File: src/cwbc_pkg.sv
// Shared constants, types and codes for the color white-balance classifier.
package cwbc_pkg;

  // Width of one pulse count and of the stored white reference
  localparam int COUNT_WIDTH = 16;
  // 255 * count needs eight more bits than the count
  localparam int SCALE_BITS = 8;
  localparam int DIV_WIDTH = COUNT_WIDTH + SCALE_BITS;
  localparam int STEP_WIDTH = $clog2(DIV_WIDTH);

  localparam int LEVEL_WIDTH = 16;
  localparam logic [LEVEL_WIDTH-1:0] LEVEL_MAX = '1;
  localparam int COLOR_WIDTH = 2;

  // Stream payload widths, padded to whole bytes
  localparam int IN_TDATA_WIDTH = ((3 * COUNT_WIDTH + 7) / 8) * 8;
  localparam int OUT_FIELD_BITS = 3 * LEVEL_WIDTH + COLOR_WIDTH;
  localparam int OUT_TDATA_WIDTH = ((OUT_FIELD_BITS + 7) / 8) * 8;

  typedef enum logic [COLOR_WIDTH-1:0] {
    COLOR_RED   = 2'd0,
    COLOR_GREEN = 2'd1,
    COLOR_BLUE  = 2'd2
  } color_t;

  typedef enum logic [1:0] {
    SEQ_IDLE,
    SEQ_RUN,
    SEQ_DONE
  } seq_state_t;

  // Control from the sequencer to the divider lanes and output stage
  typedef struct packed {
    logic load;
    logic step;
    logic finish;
  } lane_ctrl_t;

endpackage

File: src/cwbc_div_lane.sv
// Bit-serial restoring divider lane: level = sat(floor(255 * count / reference)).
module cwbc_div_lane
  import cwbc_pkg::*;
(
  input  logic                   clk,
  input  lane_ctrl_t             ctrl,
  input  logic [COUNT_WIDTH-1:0] count,
  input  logic [COUNT_WIDTH-1:0] divisor,
  output logic [LEVEL_WIDTH-1:0] level
);

  logic [COUNT_WIDTH-1:0] rem_r, rem_nxt;
  logic [DIV_WIDTH-1:0]   quo_r, quo_nxt;
  logic [COUNT_WIDTH-1:0] div_r, div_nxt;
  logic [COUNT_WIDTH:0]   rem_shift;
  logic [COUNT_WIDTH:0]   div_ext;
  logic [COUNT_WIDTH:0]   rem_diff;
  logic                   q_bit;

  // Bring down one dividend bit and try the subtract
  assign rem_shift = {rem_r, quo_r[DIV_WIDTH-1]};
  assign div_ext   = {1'b0, div_r};
  assign q_bit     = (rem_shift >= div_ext);
  assign rem_diff  = rem_shift - div_ext;

  always_comb begin
    rem_nxt = rem_r;
    quo_nxt = quo_r;
    div_nxt = div_r;
    if (ctrl.load) begin
      // 255 * count as (count << 8) - count
      rem_nxt = '0;
      quo_nxt = {count, SCALE_BITS'(0)} - DIV_WIDTH'(count);
      div_nxt = divisor;
    end else if (ctrl.step) begin
      rem_nxt = q_bit ? rem_diff[COUNT_WIDTH-1:0] : rem_shift[COUNT_WIDTH-1:0];
      quo_nxt = {quo_r[DIV_WIDTH-2:0], q_bit};
    end
  end

  always_ff @(posedge clk) begin
    rem_r <= rem_nxt;
    quo_r <= quo_nxt;
    div_r <= div_nxt;
  end

  // Saturate on a zero reference or an oversize quotient
  always_comb begin
    if (div_r == '0) begin
      level = LEVEL_MAX;
    end else if (quo_r > DIV_WIDTH'(LEVEL_MAX)) begin
      level = LEVEL_MAX;
    end else begin
      level = quo_r[LEVEL_WIDTH-1:0];
    end
  end

endmodule

File: src/cwbc_seq.sv
// Sequencer: loads the lanes, counts the divide steps and hands off the result.
module cwbc_seq
  import cwbc_pkg::*;
(
  input  logic       clk,
  input  logic       rst_n,
  input  logic       in_fire,
  input  logic       out_free,
  output lane_ctrl_t ctrl,
  output logic       in_ready
);

  seq_state_t             state_r, state_nxt;
  logic [STEP_WIDTH-1:0]  step_cnt_r, step_cnt_nxt;
  logic                   last_step;

  assign last_step = (step_cnt_r == STEP_WIDTH'(DIV_WIDTH - 1));

  // Next state
  always_comb begin
    state_nxt    = state_r;
    step_cnt_nxt = step_cnt_r;
    case (state_r)
      SEQ_IDLE: begin
        if (in_fire) begin
          state_nxt    = SEQ_RUN;
          step_cnt_nxt = '0;
        end
      end
      SEQ_RUN: begin
        step_cnt_nxt = step_cnt_r + STEP_WIDTH'(1);
        if (last_step) begin
          state_nxt = SEQ_DONE;
        end
      end
      SEQ_DONE: begin
        if (out_free) begin
          state_nxt = SEQ_IDLE;
        end
      end
      default: begin
        state_nxt = SEQ_IDLE;
      end
    endcase
  end

  // Outputs
  always_comb begin
    in_ready    = 1'b0;
    ctrl.load   = 1'b0;
    ctrl.step   = 1'b0;
    ctrl.finish = 1'b0;
    case (state_r)
      SEQ_IDLE: begin
        in_ready  = 1'b1;
        ctrl.load = in_fire;
      end
      SEQ_RUN: begin
        ctrl.step = 1'b1;
      end
      SEQ_DONE: begin
        ctrl.finish = out_free;
      end
      default: begin
        in_ready = 1'b0;
      end
    endcase
  end

  always_ff @(posedge clk) begin
    if (!rst_n) begin
      state_r <= SEQ_IDLE;
    end else begin
      state_r <= state_nxt;
    end
    step_cnt_r <= step_cnt_nxt;
  end

endmodule

File: src/color_white_balance_classifier_core.sv
// An accepted item is loaded into the lanes, divided bit-serially at one quotient bit per cycle, and its result
// is then registered to out_tvalid. A new item is taken only once the last result has left the divider;
// three divider lanes run side by side.
// A finished result waits in the output register while the next item is taken.
// Reset (synchronous, rst_n low): drops the white reference, the next item recalibrates,
// and clears the output valid.
module color_white_balance_classifier_core
  import cwbc_pkg::*;
(
  input  logic                       clk,
  input  logic                       rst_n,
  // in_tdata: red_count, blue_count, green_count (lowest bits first)
  input  logic [IN_TDATA_WIDTH-1:0]  in_tdata,
  input  logic                       in_tvalid,
  output logic                       in_tready,
  // out_tdata: red_level, green_level, blue_level, dominant_color, zero pad
  output logic [OUT_TDATA_WIDTH-1:0] out_tdata,
  // out_tuser: was_calibration
  output logic                       out_tuser,
  output logic                       out_tvalid,
  input  logic                       out_tready
);

  lane_ctrl_t             ctrl;
  logic                   in_fire;
  logic                   out_free;
  logic [COUNT_WIDTH-1:0] red_count, blue_count, green_count;
  logic [COUNT_WIDTH-1:0] red_div, blue_div, green_div;
  logic [LEVEL_WIDTH-1:0] red_level, green_level, blue_level;
  logic [LEVEL_WIDTH-1:0] best_level;
  color_t                 dominant;

  logic                   calibrated_r;
  logic                   cal_item_r;
  logic [COUNT_WIDTH-1:0] ref_red_r, ref_blue_r, ref_green_r;
  logic [OUT_TDATA_WIDTH-1:0] out_tdata_r;
  logic                   out_tuser_r;
  logic                   out_tvalid_r;

  assign red_count   = in_tdata[COUNT_WIDTH-1:0];
  assign blue_count  = in_tdata[2*COUNT_WIDTH-1:COUNT_WIDTH];
  assign green_count = in_tdata[3*COUNT_WIDTH-1:2*COUNT_WIDTH];

  assign in_fire  = in_tvalid & in_tready;
  assign out_free = ~out_tvalid_r | out_tready;

  cwbc_seq u_seq (
    .clk      (clk),
    .rst_n    (rst_n),
    .in_fire  (in_fire),
    .out_free (out_free),
    .ctrl     (ctrl),
    .in_ready (in_tready)
  );

  // The first item divides by itself
  assign red_div   = calibrated_r ? ref_red_r   : red_count;
  assign blue_div  = calibrated_r ? ref_blue_r  : blue_count;
  assign green_div = calibrated_r ? ref_green_r : green_count;

  cwbc_div_lane u_lane_red (
    .clk (clk), .ctrl (ctrl), .count (red_count), .divisor (red_div), .level (red_level)
  );
  cwbc_div_lane u_lane_green (
    .clk (clk), .ctrl (ctrl), .count (green_count), .divisor (green_div),
    .level (green_level)
  );
  cwbc_div_lane u_lane_blue (
    .clk (clk), .ctrl (ctrl), .count (blue_count), .divisor (blue_div),
    .level (blue_level)
  );

  // Store the white reference on the first item
  always_ff @(posedge clk) begin
    if (!rst_n) begin
      calibrated_r <= 1'b0;
    end else if (ctrl.load) begin
      calibrated_r <= 1'b1;
    end
    if (ctrl.load) begin
      cal_item_r <= ~calibrated_r;
      if (!calibrated_r) begin
        ref_red_r   <= red_count;
        ref_blue_r  <= blue_count;
        ref_green_r <= green_count;
      end
    end
  end

  // Pick the dominant channel: red wins ties with green, blue must be strictly larger
  always_comb begin
    if (red_level < green_level) begin
      best_level = green_level;
      dominant   = COLOR_GREEN;
    end else begin
      best_level = red_level;
      dominant   = COLOR_RED;
    end
    if (best_level < blue_level) begin
      dominant = COLOR_BLUE;
    end
  end

  // Hold the result until taken
  always_ff @(posedge clk) begin
    if (!rst_n) begin
      out_tvalid_r <= 1'b0;
    end else if (ctrl.finish) begin
      out_tvalid_r <= 1'b1;
    end else if (out_tready) begin
      out_tvalid_r <= 1'b0;
    end
    if (ctrl.finish) begin
      out_tdata_r <= OUT_TDATA_WIDTH'({dominant, blue_level, green_level, red_level});
      out_tuser_r <= cal_item_r;
    end
  end

  assign out_tdata  = out_tdata_r;
  assign out_tuser  = out_tuser_r;
  assign out_tvalid = out_tvalid_r;

endmodule

File: config.mk
export PLATFORM = sky130hd
export DESIGN_NAME = color_white_balance_classifier_core
export DESIGN_NICKNAME = d
export VERILOG_FILES = /design/src/cwbc_pkg.sv /design/src/cwbc_div_lane.sv /design/src/cwbc_seq.sv /design/src/color_white_balance_classifier_core.sv
export SDC_FILE = /design/constraint.sdc
export NUM_CORES = 1
export LEC_CHECK = 0
export ABC_AREA = 1
export BUFFER_PORTS_ARGS = -buffer_cell sky130_fd_sc_hd__buf_2
export CORE_UTILIZATION = 40
export DETAILED_ROUTE_END_ITERATION = 8
export PLACE_DENSITY = 0.68
export SETUP_SLACK_MARGIN = 0.1
export SLEW_MARGIN = 20
export SYNTH_ARGS = -nofsm -noshare
export SYNTH_HDL_FRONTEND = slang
export SYNTH_HIERARCHICAL = 1
export SYNTH_SLANG_ARGS = --single-unit
File: constraint.sdc
create_clock -name clk -period 7 [get_ports clk]
set_input_delay 1.4 -clock clk [delete_from_list [all_inputs] [get_ports clk]]
set_output_delay 1.4 -clock clk [all_outputs]
set_load 0.03 [all_outputs]
# [Yosys cells after proc, flatten, opt, wreduce, memory -nomap -nowiden]
# Cells that the tools add are included.
[word_totals] regBits=229 inputBits=52 output_inout_bits=59 elab_cells=84
[op_classes] add_sub_neg=7 magnitude_cmp=8 n_eq_ne=6 mux=32 bitwise_logic=4 reduce_logical=10
[op_table] operator="2-to-1 mux 16 bit" n=13
[op_table] operator="2-to-1 mux 24 bit" n=6
[op_table] operator="greater-than comparator 24 x 16 -> 1 bit (second input constant)" n=3
[op_table] operator="subtractor 24 x 16 -> 24 bit" n=3
[op_table] operator="greater-or-equal comparator 17 x 16 -> 1 bit" n=3
[op_table] operator="zero test 16 bit" n=3
[op_table] operator="subtractor 16 bit" n=3
[op_table] operator="less-than comparator 16 bit" n=2
[op_table] operator="one-hot mux 5 bit (2 select lines)" n=1
[op_table] operator="2-to-1 mux 1 bit" n=7
[op_table] operator="2-to-1 mux 2 bit" n=3
[op_table] operator="!= test 2 x 1 -> 1 bit (second input constant)" n=3
[op_table] operator="one-hot mux 2 bit (3 select lines)" n=1
[op_table] operator="nonzero test 2 bit" n=3
[op_table] operator="adder 5 x 1 -> 5 bit (second input constant)" n=1
[op_table] operator="equality test 5 bit (second input constant)" n=1
[op_table] operator="2-to-1 mux 5 bit" n=1
[op_table] operator="AND reduction 2 bit" n=2
[op_table] operator="AND reduction 3 bit" n=1
[op_table] operator="equality test 2 x 1 -> 1 bit (second input constant)" n=1
[op_table] operator="equality test 2 bit (second input constant)" n=1
[op_table] operator="zero test 2 bit" n=1
[op_table] operator="NOT 1 bit" n=2
[op_table] operator="AND 1 bit" n=1
[op_table] operator="OR 1 bit" n=1

# [Logic depth before layout (Yosys ltp)]
[depth] word_depth=6 mapped_depth=26 ltp_nobuf=25

# [By module]
# Netlist, hierarchy kept.
[by_module_without_submodules] module="cwbc_div_lane (u_lane_green ...)" instances=2 cells_per_inst=671 area_each_um2=4556.9 seq_area_each_um2=1521.5
[by_module_without_submodules] module="color_white_balance_classifier_core" instances=1 cells_per_inst=437 area_each_um2=4670.7 seq_area_each_um2=3042.9
[by_module_without_submodules] module="cwbc_div_lane (u_lane_blue)" instances=1 cells_per_inst=673 area_each_um2=4564.4 seq_area_each_um2=1521.5
[by_module_without_submodules] module="cwbc_seq" instances=1 cells_per_inst=42 area_each_um2=355.3 seq_area_each_um2=190.2

# [Worst setup path after synthesis]
# OpenSTA, ideal clock, no wires.
[synth_path] kind="input to register" startpoint="input in_tvalid" endpoint="register u_lane_blue.quo_r[0] (enable)" setup_ns=0.384 arrival_ns=4.894 t_required_ns=6.616 path_slack_ns=1.721 stages=6 n_path_buf=0 cell_sequence="nand2_1 > inv_1 > nand2_1 > inv_1 > nor2_1 > inv_1"
[synth_rtl] item="from (decl)" line="color_white_balance_classifier_core.sv:14" rtl="input logic in_tvalid,"
[synth_rtl] item="to (signal assigned)" line="cwbc_div_lane.sv:43" rtl="quo_r <= quo_nxt;"
[synth_rtl] item="to (decl)" line="cwbc_div_lane.sv:13" rtl="logic [DIV_WIDTH-1:0] quo_r, quo_nxt;"

# [Final worst setup path]
[layout_path] startpoint="register u_lane_green.div_r[1]" endpoint="register out_tdata_r[48] (netlist: out_tdata[48]), data pin"
[layout_between] elab_chain_cells=5 elab_cells_between_ends=6 cone_classes="2 x order compare; 3 x mux; 1 x reduce/logical"
[layout_lines] item="from (decl)" line="cwbc_div_lane.sv:14" rtl="logic [COUNT_WIDTH-1:0] div_r, div_nxt;"
[layout_lines] item="from (signal assigned)" line="cwbc_div_lane.sv:44" rtl="div_r <= div_nxt;"
[layout_lines] item="zero test 16 bit (*)" line="cwbc_div_lane.sv:49" rtl="if (div_r == '0) begin"
[layout_lines] item="2-to-1 mux 16 bit (*)" line="cwbc_div_lane.sv:49"
[layout_lines] item="net green_level[15]" line="color_white_balance_classifier_core.sv:29" rtl="logic [LEVEL_WIDTH-1:0] red_level, green_level, blue_level;"
[layout_lines] item="less-than comparator 16 bit" line="color_white_balance_classifier_core.sv:92" rtl="if (red_level < green_level) begin"
[layout_lines] item="2-to-1 mux 16 bit" line="color_white_balance_classifier_core.sv:92"
[layout_lines] item="less-than comparator 16 bit" line="color_white_balance_classifier_core.sv:99" rtl="if (best_level < blue_level) begin"
[layout_lines] item="to (signal assigned)" line="color_white_balance_classifier_core.sv:114" rtl="out_tdata_r <= OUT_TDATA_WIDTH'({dominant, blue_level, green_level, red_level});"
[layout_lines] item="to (decl)" line="color_white_balance_classifier_core.sv:36" rtl="logic [OUT_TDATA_WIDTH-1:0] out_tdata_r;"
# The timed path passes the listed nets; every way through them passes the cells marked *.
# A chain may end at the register's enable or synchronous reset.

==> run_results.csv <==
group,metric,value,unit
finish,final_nets,2756,
floorplan,io_pins,111,
cts,path_clk_slew,70,ps
global_route,gr-usage-all-layers,21.5,%
placement,gp_congestion,0.940,
placement,dp.final_hpwl,39.7,mm
yosys,synth_fa_ha_area_share,7.41,%
setup_path,slowest_delay,440,ps
sta,finalCritPeriodShare,55.9,%
cts,clk_latency,600,ps
global_route,grt_max_degree,88,
yosys,synth_edf_count,225,
cts,postCtsHoldBufs,0,
pwr,p_per_area,310,nW/um^2
setup_path,path_cells,"nor4_1 > a41oi_1 > buf_4 > nand2_1 > inv_1 > ha_1 > nand4_1 > nor3_1 > nand2_2 > nand2_4 > nand2_1 > o21ai_0 > ha_1 > a21oi_1 > nor2_1 > a211oi_1 > nand2_1 > nand2_1 > a21oi_2",
routing,drtPass1Iterations,6,
min_path,hp-class,"flop to flop",
floorplan,die_area,47600,sq um
setup_path,crit_buf_inv,2,
sta,rsz0062_at_grt,"false",
floorplan,num_rows,78,
finish,drive_above_1_share,9.85,%
yosys,ys_ff_latch,277,
setup_path,r2r-start,"u_lane_green/div_r[1]",
finish,fillerInstances,4579,
job,maxCapViolations,0,
sta,hold_viol_final,0,
setup_path,worstSetupEndpointType,"flop",
yosys,synthMuxAreaShare,0,%
yosys,yosys_warnings,6,
routing,vias_per_cell,5.14,
finish,final_common_cell,"nand2_1",
floorplan,die_h,218,um
cts,cts_setup_buffers,0,
routing,drt-initial-drc-count,1399,
routing,drt_wl_total,51.7,mm
pwr,vdd_ir_drop_max,235,uV
setup_path,cp-startpoint,"u_lane_green/div_r[1]",
yosys,async_flop_share,0,%
sta,min_period,3910,ps
finish,layout_common_cells,"803 x nand2_1, 404 x inv_1, 225 x edfxtp_1",
floorplan,coreArea,45800,sq um
sta,setup_viol,0,
yosys,synthesis.area_per_instance,7.50,sq um
setup_path,critPathMaxFanout,32,
yosys,synth_seq_area_share,41.7,%
finish,syn2layout_area_growth,11.2,%
cts,cts-root-buf,"clkbuf_16",
routing,wire_per_inst,16.1,um
yosys,postSynthCellCount,2494,
yosys,synth_top_family_by_area,"simple AND/OR/NAND/NOR gates",
routing,ant_nets,0,
cts,cts-resized-gates,0,
cts,clock_sinks,277,
pwr,leakage,0.0103,uW
setup_path,arrival,4260,ps
status,status,"complete, no violations",
pwr,power,6460,uW
yosys,ys_types,41,
floorplan,die_w,218,um
sta,final.setup.tns,0,ps
routing,drc,0,
setup_path,crit_type,"flop to flop",
setup_path,cp_top_family,"simple AND/OR/NAND/NOR gates",
global_route,antenna_found_initial,1,
sta,slew_headroom,33.0,%
global_route,grt_pass1_vias,15800,
cts,htree_levels,1,
floorplan,start_util,40.9,%
cts,cts_made_buffers,31,
sta,tightest_slew,1010,ps
min_path,hold_path.startpoint,"cal_item_r",
sta,fmax,255,MHz
sta,maxSlewViolCount,0,
sta,fin_skew,44.6,ps
setup_path,cpMaxStageDelayCell,"edfxtp_1",
yosys,synth_ff_type,"edfxtp_1",
cts,cts_tree,"done",
setup_path,cpMostUsedCell,"nand2_1",
setup_path,critPathRequiredTime,7350,ps
global_route,grt.overflow.total,0,
placement,io_buffer_count,104,
cts,clk_path_buf_depth,3,
yosys,netlist_area,18700,sq um
yosys,synth-compound-area-share,6.43,%
yosys,synth-xor-area-share,1.69,%
routing,vias,16600,
yosys,synth-simple-area-share,33.0,%
setup_path,start_kind,"flop",
global_route,grt_pass1_wl,82.3,mm
## per-layer routing
layer  vias up  wire, um  global-route usage, %  share of wire, %
li1       8304         -                      -                 -
met1      7727     23300                   28.5                45
met4         0      1210                   6.15               2.3
met5         -         0                      0                 0
met2       450     24500                   36.5                47
met3        87      2720                   2.84               5.3
## worst paths after layout
kind | end | slack [ps] | cells past startpoint
worst max-delay path | out_tdata[48] | 3090 | 19
worst min-delay path | out_tuser | 450 | 0
worst max register to register | out_tdata[48] | 3090 | 19
worst min register to register | out_tuser | 450 | 0
## final cells by class
class / count / area, sq um / share of cell area, %
repair buffers: 113 / 588 / 2.83
multi-input cells: 1764 / 9120 / 43.8
flip-flops and latches: 277 / 7800 / 37.5
clock buffers: 43 / 851 / 4.09
well taps: 600 / 751 / 3.61
clock inverters: 15 / 155 / 0.746
diodes: 1 / 2.50 / 0.0120
inverters: 408 / 1540 / 7.39
## synthesized netlist by cell type, types with 3 or more instances
cell type	number	area, sq um
nand2_1	803	3010
inv_1	407	1530
edfxtp_1	225	6760
nand3_1	212	1060
nor2_1	187	702
ha_1	106	1330
o21ai_0	101	505
a21oi_1	73	365
dfxtp_1	52	1040
nand4_1	43	269
nand3_2	30	300
clkbuf_1	25	93.8
nand3b_1	24	180
xnor2_1	21	184
nor3_1	18	90.1
nor4_1	18	113
nand2_2	16	100
buf_4	15	113
xor2_1	15	131
o22ai_1	13	81.3
nor2_4	10	113
nor2_2	8	50.1
a31oi_1	7	43.8
nand2_4	7	78.8
or2_2	7	43.8
and2_1	6	37.5
o21ai_2	6	52.6
o21ai_1	5	25.0
a21oi_2	4	35.0
buf_1	4	15.0
o21bai_1	4	30.0
a21o_1	3	22.5
a41oi_1	3	26.3
buf_12	3	60.1
buf_2	3	15.0
fa_1	3	60.1
or2_0	3	18.8
## per-stage QoR
step                      hold slack, ps  worst slack (ps)  cells  util [%]  cell area [sq um]
after detailed placement             446              2980   3162      43.2              19800
after CTS                            462              3140   3220      45.4              20800
final                                451              3090   3221      45.4              20800
after global routing                 475              2760   3221      45.4              20800
after floorplan                      400              1720   2499         -              18700
after global placement               438              3020   3162      43.2              19800
## logic make-up (layout without fill, tap and decap cells)
kind of cell / count (synthesis) / count (layout)
compound gates: 221 / 221
flops: 277 / 277
fa+ha+maj: 109 / 109
simple gates: 1392 / 1392
buf+inv: 458 / 579
xor+xnor: 36 / 36
other cells: 1 / 7
## power by group
group / total, uW / switching, uW / internal, uW
logic: 2570 / 1700 / 865
registers: 2260 / 147 / 2110
clock network: 1620 / 695 / 930
total: 6460 / 2550 / 3910
## sequential cells by signal (all words and copies together) (netlist names), 24 cells and up
| name | cells |
|---|---|
| u_lane_red/quo_r | 24 |
| u_lane_blue/quo_r | 24 |
| u_lane_green/quo_r | 24 |
| out_tdata | 50 |
## worst register-to-register path, cell delays in order (launching register included)
cell,delay [ps]
edfxtp_1,440
nor4_1,440
a41oi_1,180
buf_4,230
nand2_1,130
inv_1,80
ha_1,310
nand4_1,140
nor3_1,330
nand2_2,130
nand2_4,250
nand2_1,80
o21ai_0,100
ha_1,280
a21oi_1,130
nor2_1,50
a211oi_1,170
nand2_1,100
nand2_1,80
a21oi_2,50
Power figures use the tool's default switching activity.
